File: src/rtl/lrc_pkg.sv
// ----------------------------------------------------------------------------
// lrc_pkg: shared definitions for the LRU rate cache
// Sizes, the miss-rate table and the status bundle of the hash remainder unit.
// ----------------------------------------------------------------------------
package lrc_pkg;

    // cache geometry
    localparam int ENTRIES = 16;
    localparam int IDX_W   = (ENTRIES > 1) ? $clog2(ENTRIES) : 1;
    localparam int RANK_W  = IDX_W;

    // field widths
    localparam int KEY_W   = 32;
    localparam int HASH_W  = 32;
    localparam int RATE_W  = 9;

    // hash mod 10, two hash bits per step
    localparam int REM_W       = 4;
    localparam int HASH_STEPS  = HASH_W / 2;
    localparam int HASH_CNT_W  = $clog2(HASH_STEPS);
    localparam int MOD_BASE    = 10;

    // status of the remainder unit
    typedef struct packed {
        logic             done;
        logic [REM_W-1:0] rem;
    } t_mod_stat;

    // miss rates in hundredths, indexed by hash mod 10
    function automatic logic [RATE_W-1:0] miss_rate(input logic [REM_W-1:0] rem);
        logic [RATE_W-1:0] rate;
        case (rem)
            4'd0:    rate = 9'd272;
            4'd1:    rate = 9'd191;
            4'd2:    rate = 9'd246;
            4'd3:    rate = 9'd203;
            4'd4:    rate = 9'd112;
            4'd5:    rate = 9'd296;
            4'd6:    rate = 9'd379;
            4'd7:    rate = 9'd146;
            4'd8:    rate = 9'd266;
            4'd9:    rate = 9'd372;
            default: rate = 9'd272;
        endcase
        return rate;
    endfunction

endpackage

File: src/rtl/lrc_mod10.sv
// ----------------------------------------------------------------------------
// lrc_mod10: serial hash remainder
// Reduces a 32-bit hash mod 10, two bits per cycle from the top.
// ----------------------------------------------------------------------------
module lrc_mod10 (
    input  logic                       i_clk,
    input  logic                       i_rst_n,
    input  logic                       i_start,
    input  logic [lrc_pkg::HASH_W-1:0] i_hash,
    output lrc_pkg::t_mod_stat         o_stat
);

    logic [lrc_pkg::HASH_W-1:0]     r_bits, n_bits;
    logic [lrc_pkg::REM_W-1:0]      r_rem, n_rem;
    logic [lrc_pkg::HASH_CNT_W-1:0] r_cnt, n_cnt;
    logic                           r_busy, n_busy;
    logic                           r_done, n_done;
    logic [5:0]                     w_acc;

    // one remainder step: (4*rem + next two bits) mod 10, at most 39
    always_comb begin
        w_acc = {r_rem, r_bits[lrc_pkg::HASH_W-1 -: 2]};
        if (w_acc >= 6'd30) begin
            w_acc = w_acc - 6'd30;
        end else if (w_acc >= 6'd20) begin
            w_acc = w_acc - 6'd20;
        end else if (w_acc >= 6'(lrc_pkg::MOD_BASE)) begin
            w_acc = w_acc - 6'(lrc_pkg::MOD_BASE);
        end
    end

    // next state
    always_comb begin
        n_bits = r_bits;
        n_rem  = r_rem;
        n_cnt  = r_cnt;
        n_busy = r_busy;
        n_done = r_done;
        if (i_start) begin
            n_bits = i_hash;
            n_rem  = '0;
            n_cnt  = '0;
            n_busy = 1'b1;
            n_done = 1'b0;
        end else if (r_busy) begin
            n_bits = {r_bits[lrc_pkg::HASH_W-3:0], 2'b00};
            n_rem  = w_acc[lrc_pkg::REM_W-1:0];
            n_cnt  = r_cnt + 1'b1;
            if (r_cnt == lrc_pkg::HASH_CNT_W'(lrc_pkg::HASH_STEPS - 1)) begin
                n_busy = 1'b0;
                n_done = 1'b1;
            end
        end
    end

    // control state
    always_ff @(posedge i_clk) begin
        if (!i_rst_n) begin
            r_busy <= 1'b0;
            r_done <= 1'b0;
            r_cnt  <= '0;
        end else begin
            r_busy <= n_busy;
            r_done <= n_done;
            r_cnt  <= n_cnt;
        end
    end

    // datapath
    always_ff @(posedge i_clk) begin
        r_bits <= n_bits;
        r_rem  <= n_rem;
    end

    assign o_stat.done = r_done;
    assign o_stat.rem  = r_rem;

endmodule

File: src/rtl/lru_rate_cache.sv
// ----------------------------------------------------------------------------
// lru_rate_cache: fully associative LRU cache of rate entries
// Looks up a key, returns the cached rate on a hit or a table rate on a miss.
// ----------------------------------------------------------------------------
// A lookup beat is taken in the idle state; then a single comparator walks
// the key, valid and rank stores entry by entry, and a finish step promotes
// the chosen entry and loads the result register. The hash mod 10 is reduced
// two bits per cycle in parallel with the walk, and the finish step waits
// for it, so below 16 entries that unit sets the lookup time. The result
// register frees the input side: a new lookup may start while the last
// result still waits. No clearing pass after reset; valid bits and ranks
// reset at once. tdata carries the key and hash in, the rate out; tuser
// carries the hit flag.
module lru_rate_cache (
    input  logic        i_clk,
    input  logic        i_rst_n,
    // lookup beats
    input  logic        i_s_axis_tvalid,
    output logic        o_s_axis_tready,
    input  logic [63:0] i_s_axis_tdata,   // [31:0] address_id, [63:32] address_hash
    // result beats
    output logic        o_m_axis_tvalid,
    input  logic        i_m_axis_tready,
    output logic [15:0] o_m_axis_tdata,   // [8:0] tax_rate, [15:9] zero
    output logic [0:0]  o_m_axis_tuser    // [0] hit
);

    localparam int N  = lrc_pkg::ENTRIES;
    localparam int IW = lrc_pkg::IDX_W;
    localparam int RW = lrc_pkg::RANK_W;

    typedef enum logic [1:0] {
        ST_IDLE,
        ST_SCAN,
        ST_FINISH
    } t_state;

    t_state r_state;

    // entry stores
    logic [lrc_pkg::KEY_W-1:0]  r_keys  [N];
    logic [lrc_pkg::RATE_W-1:0] r_rates [N];
    logic [N-1:0]               r_valid;
    logic [RW-1:0]              r_rank  [N];

    // lookup context
    logic [lrc_pkg::KEY_W-1:0]  r_key;
    logic [IW-1:0]              r_idx;
    logic                       r_found;
    logic [IW-1:0]              r_hit_idx;
    logic [lrc_pkg::RATE_W-1:0] r_hit_rate;
    logic                       r_inv_found;
    logic [IW-1:0]              r_inv_idx;
    logic [IW-1:0]              r_lru_idx;

    // result register
    logic                       r_out_valid;
    logic [lrc_pkg::RATE_W-1:0] r_out_rate;
    logic                       r_out_hit;

    lrc_pkg::t_mod_stat         w_mod;
    logic                       w_accept;
    logic                       w_finish;
    logic                       w_last;
    logic                       w_match;
    logic [IW-1:0]              w_slot;
    logic [RW-1:0]              w_old_rank;
    logic [lrc_pkg::RATE_W-1:0] w_miss_rate;
    logic [N-1:0]               w_rank0;

    assign o_s_axis_tready = (r_state == ST_IDLE);
    assign w_accept        = i_s_axis_tvalid && o_s_axis_tready;
    assign w_last          = (r_idx == IW'(N - 1));
    assign w_match         = r_valid[r_idx] && (r_keys[r_idx] == r_key);
    assign w_finish        = (r_state == ST_FINISH) && w_mod.done
                             && (!r_out_valid || i_m_axis_tready);

    // hash remainder runs alongside the entry walk
    lrc_mod10 u_mod10 (
        .i_clk   (i_clk),
        .i_rst_n (i_rst_n),
        .i_start (w_accept),
        .i_hash  (i_s_axis_tdata[63:32]),
        .o_stat  (w_mod)
    );

    // target entry: hit, else first invalid, else least recent
    always_comb begin
        if (r_found) begin
            w_slot = r_hit_idx;
        end else if (r_inv_found) begin
            w_slot = r_inv_idx;
        end else begin
            w_slot = r_lru_idx;
        end
        w_old_rank  = r_rank[w_slot];
        w_miss_rate = lrc_pkg::miss_rate(w_mod.rem);
    end

    // sequencer, walk bookkeeping and result register
    always_ff @(posedge i_clk) begin
        if (!i_rst_n) begin
            r_state     <= ST_IDLE;
            r_out_valid <= 1'b0;
            r_idx       <= '0;
            r_found     <= 1'b0;
            r_inv_found <= 1'b0;
        end else begin
            if (r_out_valid && i_m_axis_tready && !w_finish) begin
                r_out_valid <= 1'b0;
            end
            case (r_state)
                ST_IDLE: begin
                    if (w_accept) begin
                        r_key       <= i_s_axis_tdata[31:0];
                        r_idx       <= '0;
                        r_found     <= 1'b0;
                        r_inv_found <= 1'b0;
                        r_lru_idx   <= '0;
                        r_state     <= ST_SCAN;
                    end
                end
                ST_SCAN: begin
                    // one entry per cycle through the shared comparator
                    if (w_match && !r_found) begin
                        r_found    <= 1'b1;
                        r_hit_idx  <= r_idx;
                        r_hit_rate <= r_rates[r_idx];
                    end
                    if (!r_valid[r_idx] && !r_inv_found) begin
                        r_inv_found <= 1'b1;
                        r_inv_idx   <= r_idx;
                    end
                    if (r_rank[r_idx] == RW'(N - 1)) begin
                        r_lru_idx <= r_idx;
                    end
                    if (w_last) begin
                        r_state <= ST_FINISH;
                    end else begin
                        r_idx <= r_idx + 1'b1;
                    end
                end
                ST_FINISH: begin
                    if (w_finish) begin
                        r_out_valid <= 1'b1;
                        r_out_hit   <= r_found;
                        r_out_rate  <= r_found ? r_hit_rate : w_miss_rate;
                        r_state     <= ST_IDLE;
                    end
                end
                default: begin
                    r_state <= ST_IDLE;
                end
            endcase
        end
    end

    // valid bits and recency ranks; promotion in the finish cycle
    always_ff @(posedge i_clk) begin
        if (!i_rst_n) begin
            r_valid <= '0;
            for (int i = 0; i < N; i++) begin
                r_rank[i] <= RW'(i);
            end
        end else if (w_finish) begin
            r_valid[w_slot] <= 1'b1;
            for (int i = 0; i < N; i++) begin
                if (IW'(i) == w_slot) begin
                    r_rank[i] <= '0;
                end else if (r_rank[i] < w_old_rank) begin
                    r_rank[i] <= r_rank[i] + 1'b1;
                end
            end
        end
    end

    // key and rate stores, written on a miss
    always_ff @(posedge i_clk) begin
        if (w_finish && !r_found) begin
            r_keys[w_slot]  <= r_key;
            r_rates[w_slot] <= w_miss_rate;
        end
    end

    assign o_m_axis_tvalid = r_out_valid;
    assign o_m_axis_tdata  = {{(16 - lrc_pkg::RATE_W){1'b0}}, r_out_rate};
    assign o_m_axis_tuser  = r_out_hit;

    // exactly one entry holds the most recent rank
    always_comb begin
        for (int i = 0; i < N; i++) begin
            w_rank0[i] = (r_rank[i] == '0);
        end
    end

    a_rank_perm: assert property (@(posedge i_clk) disable iff (!i_rst_n)
        $onehot(w_rank0))
        else $error("most recent rank not held by exactly one entry");

    a_rem_range: assert property (@(posedge i_clk) disable iff (!i_rst_n)
        w_mod.done |-> (w_mod.rem < lrc_pkg::REM_W'(lrc_pkg::MOD_BASE)))
        else $error("hash remainder out of range");

    a_busy_after_accept: assert property (@(posedge i_clk) disable iff (!i_rst_n)
        w_accept |=> !o_s_axis_tready)
        else $error("lookup accepted while a walk is in progress");

    a_result_loaded: assert property (@(posedge i_clk) disable iff (!i_rst_n)
        w_finish |=> (o_m_axis_tvalid && (o_m_axis_tuser[0] == $past(r_found))))
        else $error("finished lookup did not load the result register");

endmodule

File: config.mk
export PLATFORM = sky130hd
export DESIGN_NAME = lru_rate_cache
export DESIGN_NICKNAME = d
export VERILOG_FILES = /design/src/rtl/lrc_pkg.sv /design/src/rtl/lrc_mod10.sv /design/src/rtl/lru_rate_cache.sv
export SDC_FILE = /design/constraint.sdc
export NUM_CORES = 1
export LEC_CHECK = 0
export BUFFER_PORTS_ARGS = -buffer_cell sky130_fd_sc_hd__buf_4
export CORE_MARGIN = 1.5
export CORE_UTILIZATION = 35
export CTS_CLUSTER_SIZE = 12
export DETAILED_ROUTE_END_ITERATION = 10
export PLACE_DENSITY_LB_ADDON = 0.2
export RECOVER_POWER = 50
export SKIP_CTS_REPAIR_TIMING = 1
export SLEW_MARGIN = 15
export SYNTH_ARGS = -nofsm -noshare
export SYNTH_HDL_FRONTEND = slang
export SYNTH_SLANG_ARGS = --single-unit
File: constraint.sdc
create_clock -name i_clk -period 4.9 [get_ports i_clk]
set_input_delay 0.245 -clock i_clk [delete_from_list [all_inputs] [get_ports i_clk]]
set_output_delay 0.245 -clock i_clk [all_outputs]
set_load 0.01 [all_outputs]
=== Word-level counts from Yosys, hierarchy flattened ===
Memories as Yosys holds them, arrays and structs flattened. A register that Yosys moved wholly into a read port is not among the register bits.
Cells that the tools add are included.

* Memories kept: 4
* Bits in writable memories: 720
* Bits of input ports: 68
* Output and inout port bits: 19
* Register bits: 121
* ROM bits: 144

{| class="wikitable"
|+ Memory list
! memory !! words !! width !! rd ports !! clocked after memory_dff !! write ports !! line !! text
|-
| r_keys || 16 || 32 || 1 || 1 || 1 || lru_rate_cache.sv:41 || <nowiki>logic [lrc_pkg::KEY_W-1:0] r_keys [N];</nowiki>
|-
| (name not given) || 16 || 9 || 1 || 1 || 0 || lrc_pkg.sv:32 || <nowiki>case (rem)</nowiki>
|-
| r_rates || 16 || 9 || 1 || 1 || 1 || lru_rate_cache.sv:42 || <nowiki>logic [lrc_pkg::RATE_W-1:0] r_rates [N];</nowiki>
|-
| r_rank || 16 || 4 || 18 || 1 || 16 || lru_rate_cache.sv:44 || <nowiki>logic [RW-1:0] r_rank [N];</nowiki>
|}

* Mux-type cells: 217
* Bitwise operators: 34
* Add/sub/neg operators: 21
* Magnitude comparators: 22
* Equal/unequal tests: 28
* Reduce and logical (&&, ||, !) cells: 31

{| class="wikitable"
|+ Operators with widths
! cell !! count
|-
| 4-bit two-way mux || 46
|-
| 1-bit two-way mux || 158
|-
| 4-bit by 1-bit adder with 4-bit output (second input constant) || 18
|-
| 4-bit less-than comparator || 16
|-
| 32-bit two-way mux || 2
|-
| 32-bit == test || 1
|-
| 4-bit == test (first input constant) || 8
|-
| 1-bit bitwise OR || 32
|-
| 3-bit AND reduction || 8
|-
| 3-bit by 4-bit == test with 1-bit output (first input constant) || 4
|-
| 16-bit bitwise OR || 1
|-
| 4-bit one-hot mux with 2 select lines || 2
|-
| 4-bit == test (second input constant) || 3
|-
| 6-bit by 5-bit greater-or-equal comparator with 1-bit output (second input constant) || 2
|-
| 2-bit inequality test (second input constant) || 6
|-
| 1-bit logical AND || 10
|-
| 4-bit by 5-bit less-than comparator with 1-bit output (second input constant) || 2
|-
| 9-bit two-way mux || 1
|-
| 2-bit by 4-bit == test with 1-bit output (first input constant) || 2
|-
| 4-bit subtractor (second input constant) || 2
|-
| 6-bit by 4-bit greater-or-equal comparator with 1-bit output (second input constant) || 1
|-
| 2-bit two-way mux || 3
|-
| 2-bit one-hot mux with 3 select lines || 1
|-
| 1-bit zero test || 5
|-
| 17 further kinds || 19
|}

=== Logic depth before layout (Yosys ltp) ===
Gate-level depths: netlist of the first run.
An unclocked memory read counts as a cell.

* Word-level depth: 10
* Depth in mapped cells: 14
* Depth with buffers taken out: 13

=== By module ===
From an unflattened synthesis of the first run, not the netlist that was laid out.

* Cell total of the unflattened synthesis: 2009
* Area, all modules: 36399.9 um^2

{| class="wikitable"
|+ Modules (own cells, without submodules)
! module !! area an instance (um^2) !! times used !! cells each
|-
| lru_rate_cache || 34317.9 || 1 || 1858
|-
| lrc_mod10 || 2082.0 || 1 || 151
|}

=== Worst setup path before layout of the first run ===
No wires, ideal clock.

* Kind: register to register
* Start: register r_inv_found
* End: memory r_rank[6][0] (netlist bit) (enable)
* Setup slack: 488 ps
* Cell stages (with the launch flop): 14
* Setup time: 345 ps
* Required time: 4555 ps
* Buffers on the path: 2
* Arrival: 4067 ps
* Path through: dfxtp_1 > buf_6 > mux2_4 > mux2_2 > buf_1 > mux4_2 > mux2_2 > a21oi_1 > ha_1 > o21ai_0 > a31oi_1 > or2_1 > maj3_2 > o211ai_1

{| class="wikitable"
|+ RTL lines
! what !! line !! text
|-
| start: declaration || lru_rate_cache.sv:52 || <nowiki>logic r_inv_found;</nowiki>
|-
| start signal: assignment || lru_rate_cache.sv:107 || <nowiki>r_inv_found <= 1'b0;</nowiki>
|-
| start signal: assignment || lru_rate_cache.sv:118 || <nowiki>r_inv_found <= 1'b0;</nowiki>
|-
| start signal: assignment || lru_rate_cache.sv:131 || <nowiki>r_inv_found <= 1'b1;</nowiki>
|-
| end: declaration || lru_rate_cache.sv:44 ||
|}

==> qor.csv, run 1 <==
metric,value,unit
run status,finished with violations,
failing checks,"capacitance limit, slew limit",
achievable frequency,219,MHz
number of failing setup endpoints in the final timing report,0,
"leading cell types in the layout, fill and taps excluded","edfxtp_1 (815), nand2_1 (186), mux4_2 (176), clkbuf_16 (98), buf_4 (93)",
final max-slew violation count,129,
max capacitance violation total,4,
transition time of the tightest slew-check pin,2610,ps
sequential cell area,25400,µm²
initial antenna violation count,1,
part of the cycle the worst path needs,93.2,%
share of flip-flops with an asynchronous set or reset,0,%
clk sink count,863,
Cell Pwr Density,397,nW/µm²
CP Data Arrival Time,4850,ps
drt wl/cell,24.6,µm
height of the die,327,µm
highest-delay cell along the critical path,dfxtp_1,
final number of hold-violating endpoints,0,
fraction of final layout cells with drive strength greater than 1,20.7,%
area post-placement,39400,µm²
number of buffers created by CTS,96,
detailed-route via count,20800,
area added between synthesis and finish,17.3,%
Setup Total Neg Slack,0,ps
Starting Density,35.4,%
total number of H-tree levels,3,
summed instance area of the synthesized netlist,36600,µm²
post-route ant nets,0,
Pleak,13.9,nW
number of detailed-routing iterations run before antenna repair,7,
routed length on met3,4920,µm
Worst-path clk slew,60,ps
top layer reached by signal wires,met4,
# diodes,0,
multi-input gate area in the final layout,10700,µm²
"most common cell after layout, fill and taps aside",edfxtp_1,
aggregate routed wire length,94600,µm
critical register-to-register path startpoint,r_inv_found,
post-DP HPWL,55600,µm
"Largest stage delay, worst path",570,ps
CP endpoint kind,register,
wire length of the first global-routing pass,141000,µm
crit-path cells,mux2_4 -> o21ai_4 -> mux4_2 -> mux2_2 -> a21oi_1 -> buf_4 -> ha_1 -> o21a_1 -> o41ai_1 -> a2bb2oi_1 -> and3_1 -> o21ai_0,
CTS tree,done,
GRT Util Overall,17.7,%
total congestion overflow after global routing,0,
highest net fanout along the worst path,9,
Die Footprint,107000,µm²
DR DRC count,0,
setup repair after global routing missed its margin,false,
cell count after synthesis,2161,
Tmin final,4570,ps
final estimated routing congestion in global placement,0.864,
data required time at the worst endpoint,5180,ps
width of the die,327,µm
"EDFF count, synth",815,
core area,104000,µm²
start-to-end type of the worst setup path,reg -> reg,
final net count,2519,
Worst IR Drop VDD,266,µV
Worst setup startpoint,r_inv_found,
most used flip-flop cell after synthesis,edfxtp_1,
post-synth cell types,84,
hold path startpoint,i_rst_n,
cell chosen for the clock root,clkbuf_16,
Yosys reg bits,863,
register area share after synthesis,69.4,%
maximum number of pins on one net before global-route repair,42,
number of global-route vias before repair,21100,
startpoint types,register,
via/cell ratio,5.40,
Port Buffer Count,79,
post-route clock skew,45.9,ps
count of boundary I/O pins,87,
worst skew pair latency,680,ps
Slew HR,-74.3,%
worst-case clock buffer depth,3,
routed metal-1 wirelength,41500,µm
metal2 WL,45700,µm
number of fill cells,9286,
row count,118,
Synthesis Warnings,0,
"Design Area, Final",43000,µm²
"Avg Cell Area, Syn",17.0,µm²
initial DRC count,1636,
path category of the worst min-delay check,in -> reg,
## cells by family (layout without fill, tap and decap cells)
logic type | Yosys count | after routing | share of synthesized area [%]
flops | 863 | 863 | 69.4
simple gates | 467 | 467 | 5.88
compound gates | 281 | 281 | 5.46
mux | 280 | 280 | 13.8
buf+inv | 141 | 439 | 1.68
fa+ha+maj | 68 | 68 | 2.29
xor+xnor | 60 | 60 | 1.43
other cells | 1 | 7 | 0.0102
## worst paths after layout
check / end / slack, ps / depth (start not counted)
setup / recovery: r_rank[12][0] / 330 / 12
hold / removal: r_valid[1] / 60 / 3
setup reg to reg: r_rank[12][0] / 330 / 12
hold reg to reg: r_valid[1] / 450 / 2
## layout make-up
| class | count | area share (%) |
|---|---|---|
| multi-input cells | 1163 | 25.0 |
| repair buffers | 231 | 4.54 |
| clock buffers | 122 | 6.03 |
| flip-flops and latches | 863 | 59.2 |
| clock inverters | 52 | 0.940 |
| well taps | 1380 | 4.02 |
| inverters | 34 | 0.297 |
## registers in the layout (all words and copies together), names as in the netlist, 2 cells and up, named ones only
| register | count |
|---|---|
| u_mod10.r_cnt | 4 |
| r_state | 2 |
| r_hit_idx | 4 |
| r_key | 32 |
| r_inv_idx | 4 |
| r_out_rate | 9 |
| r_idx | 4 |
| r_rates | 144 |
| r_hit_rate | 9 |
| u_mod10.r_bits | 32 |
| r_valid | 16 |
| w_miss_rate | 9 |
| r_rank | 64 |
| r_lru_idx | 4 |
| r_keys | 512 |
| u_mod10.r_rem | 4 |
## per-stage QoR
step / instances / hold slack (ps) / setup slack [ps] / total power, mW / utilization, %
after floorplan: 2167 / 344 / 488 / 9.74 / -
after global placement: 3604 / 424 / 486 / 10.2 / 38.1
after detailed placement: 3604 / 424 / 342 / 10.3 / 38.1
after CTS: 3778 / -308 / 253 / 17.2 / 40.9
after global routing: 3845 / 56.6 / 48.7 / 17.7 / 41.5
final: 3845 / 58.2 / 334 / 17.1 / 41.5
## critical path: cells and delay by family, from the launching register on
family / cells / cell delay, ps
compound gates: 6 / 1670
mux: 3 / 1220
flops: 1 / 570
buf+inv: 1 / 250
fa+ha+maj: 1 / 240
simple gates: 1 / 200
## where the power goes
| part | internal, mW | total, mW | switching (mW) | leakage (nW) |
|---|---|---|---|---|
| clock | 3.91 | 6.89 | 2.98 | 1.47 |
| combinational | 0.659 | 1.51 | 0.849 | 4.66 |
| sequential | 8.36 | 8.66 | 0.299 | 7.79 |
## layer usage
| layer | GRT usage, % | up-vias |
|---|---|---|
| met5 | 0 | - |
| met4 | 5.33 | 0 |
| met3 | 2.59 | 157 |
| met2 | 29.0 | 646 |
| met1 | 24.5 | 10800 |
| li1 | - | 9124 |
## synthesized netlist by cell type (15+ instances only)
cell type / n / area (µm²)
a21oi_1: 49 / 245
o21ai_0: 54 / 270
buf_1: 19 / 71.3
clkbuf_1: 48 / 180
o211ai_1: 19 / 143
mux4_2: 176 / 3960
nor4_1: 16 / 100
buf_2: 28 / 140
dfxtp_1: 48 / 961
inv_1: 33 / 124
a31oi_1: 20 / 125
o31ai_1: 15 / 113
mux2i_1: 85 / 851
nor3_1: 35 / 175
nand3_1: 38 / 190
nand2_1: 186 / 698
nor2_1: 101 / 379
ha_1: 62 / 776
xnor2_1: 44 / 385
xor2_1: 16 / 140
edfxtp_1: 815 / 24500
No activity file was read; power rests on OpenSTA's default activity.
==> run 2: changes to the inputs <==
- SYNTH_HIERARCHICAL: default -> 1
==> run 2 against run 1 <==
The flow still finishes with violations (capacitance limit, slew limit). Register-to-register slack worse by 60 ps. Sequential power down 2%. Combinational power about the same. Final cell count down 4.3%. First-iteration DRC count down 0.67%. Power down 2.4%. Die area down 0.67%. Sequential share of layout area up 0.29 points. Count of clock-buffer cells in the layout up 4. Clock skew down 11 ps. Fmax down 1.2%. Sequential cell count down 9. Critical path type unchanged. Largest cell class unchanged.
==> qor.csv, run 2 <==
metric,value,unit
DR DRC count,0,
Die Footprint,106000,µm²
GRT Util Overall,16.9,%
Cell Pwr Density,392,nW/µm²
startpoint types,register,
CTS tree,done,
post-route clock skew,35.3,ps
detailed-route via count,19800,
data required time at the worst endpoint,5170,ps
"leading cell types in the layout, fill and taps excluded","edfxtp_1 (815), mux4_2 (200), clkbuf_16 (97), nand2_1 (94), buf_4 (87)",
CP endpoint kind,register,
Worst-path clk slew,70,ps
row count,118,
initial antenna violation count,0,
"Avg Cell Area, Syn",18.1,µm²
number of fill cells,9237,
min setup slack post-route,277,ps
height of the die,325,µm
sequential cell area,25300,µm²
Pleak,13.4,nW
area post-placement,39100,µm²
r2r worst-path depth,12,
final number of hold-violating endpoints,0,
clk sink count,854,
max capacitance violation total,3,
Synthesis Warnings,6,
number of cells on the worst hold path,3,
Yosys reg bits,854,
Tmin final,4620,ps
total congestion overflow after global routing,0,
core area,103000,µm²
cell count after synthesis,2009,
post-synth cell types,80,
"Design Area, Final",42500,µm²
post-DP HPWL,52300,µm
count of boundary I/O pins,87,
aggregate routed wire length,90300,µm
run status,finished with violations,
"count leader, synth",edfxtp_1,
total number of H-tree levels,3,
final estimated routing congestion in global placement,0.852,
most area-hungry cell type in the Yosys netlist,edfxtp_1,
Setup Total Neg Slack,0,ps
drt wl/cell,24.6,µm
cell chosen for the clock root,clkbuf_16,
multi-input gate area in the final layout,10700,µm²
"EDFF count, synth",815,
maximum number of pins on one net before global-route repair,55,
Worst IR Drop VDD,297,µV
final max-slew violation count,116,
number of buffers created by CTS,94,
Slew HR,-114,%
"top cells by count, synth","edfxtp_1 (815), mux4_2 (200), nand2_1 (94), nor2_1 (92), ha_1 (61)",
highest net fanout along the worst path,18,
path category of the worst min-delay check,in -> reg,
pre-CTS setup slack,443,ps
Port Buffer Count,79,
CP Data Arrival Time,4890,ps
most used flip-flop cell after synthesis,edfxtp_1,
Starting Density,35.2,%
summed instance area of the synthesized netlist,36400,µm²
register with the most flip-flops,r_keys,
register area share after synthesis,69.4,%
transition time of the tightest slew-check pin,3200,ps
Regs by FF count,"r_keys x512, r_rates x144, r_rank x64",
largest cells by area after synthesis,"edfxtp_1 (67%), mux4_2 (12%), dfxtp_1 (2.1%), ha_1 (2.1%), mux2i_1 (1.6%)",
start-to-end type of the worst setup path,reg -> reg,
area added between synthesis and finish,16.7,%
"flip-flop count of the largest register, all copies and words added",512,
area fraction of the dominant cell type after synthesis,67.2,%
number of detailed-routing iterations run before antenna repair,5,
# diodes,0,
final net count,2356,
part of the cycle the worst path needs,94.4,%
via/cell ratio,5.38,
number of global-route vias before repair,20400,
"most common cell after layout, fill and taps aside",edfxtp_1,
worst skew pair latency,670,ps
fraction of final layout cells with drive strength greater than 1,22.9,%
wire length of the first global-routing pass,134000,µm
number of failing setup endpoints in the final timing report,0,
failing checks,"capacitance limit, slew limit",
initial DRC count,1625,
share of flip-flops with an asynchronous set or reset,0,%
worst-case clock buffer depth,3,
achievable frequency,216,MHz
width of the die,325,µm
fraction of the core area covered by cells at the end of the flow,41.1,%
setup repair after global routing missed its margin,false,
post-route ant nets,0,
## run 2: cell count changes in the layout (fill, tap and decap cells not counted), moves of 11 or more
cell / before / now
nand2_1: 186 / 94
mux2_2: 9 / 37
mux2i_1: 85 / 59
mux4_2: 176 / 200
a21oi_1: 49 / 30
nor3_1: 35 / 51
xor2_1: 16 / 31
o211ai_1: 19 / 6
nor4_1: 16 / 4
o21ai_0: 52 / 40
maj3_1: 2 / 13
nand3b_1: 12 / 1
## run 2: cells by family (layout without fill, tap and decap cells)
logic type                 Yosys count  in the layout  synth area share [%]
AOI/OAI and AO/OA                  240            240                  4.93
xor gates and xnor gates            65             65                  1.56
adders and majority gates           77             77                  2.55
buffers and inverters              125            408                  1.66
DFF                                854            854                  69.4
muxes                              302            302                  15.4
other                                1              7                0.0103
and+or+nand+nor                    345            345                  4.52
## run 2: worst paths after layout
path                   startpoint             to  slack, ps
hold reg to reg        r_valid[7]     r_valid[7]        460
setup reg to reg          r_found  r_rank[14][1]        280
hold / removal    i_s_axis_tvalid     r_state[0]         10
setup / recovery          r_found  r_rank[14][1]        280
## run 2: stage by stage
| stage | hold WS [ps] | total power [mW] | instances |
|---|---|---|---|
| after global routing | 40.1 | 17.2 | 3678 |
| final | 10.6 | 16.6 | 3678 |
| after global placement | 424 | 10.1 | 3447 |
| after CTS | -291 | 16.8 | 3614 |
| after detailed placement | 424 | 10.1 | 3447 |
| after floorplan | 344 | 9.61 | 2015 |
## run 2: critical path: stages (launching register included)
cell and delay [ps]:
dfxtp_1 580, clkbuf_1 590, o21ai_2 310, buf_4 270, mux4_2 300, nand2_1 80
nand2_1 70, a21oi_1 310, ha_1 300, nor3_1 220, a211o_1 200, a21boi_0 110
o311ai_0 910
## run 2: report_power, final
group	switching [mW]	internal (mW)
Clock	2.84	3.81
Sequential	0.191	8.31
Combinational	0.873	0.607
Total	3.91	12.7
## run 2: area by class of cell
type                            instances  share of cell area [%]
Sequential cell                       854                    59.5
Tap cell                             1380                    4.07
Inverter                               25                   0.221
Clock inverter                         41                   0.713
Timing Repair Buffer                  216                    4.25
Multi-Input combinational cell       1036                    25.2
Clock buffer                          126                    6.11
## run 2: per-layer routing
metal | track usage, % | part of all wire [%] | vias to the layer above
li1 | - | - | 8663
met1 | 24.2 | 46 | 10400
met2 | 27.2 | 47 | 546
met3 | 2.37 | 4.5 | 140
met4 | 4.18 | 1.9 | 0
met5 | 0 | 0 | -
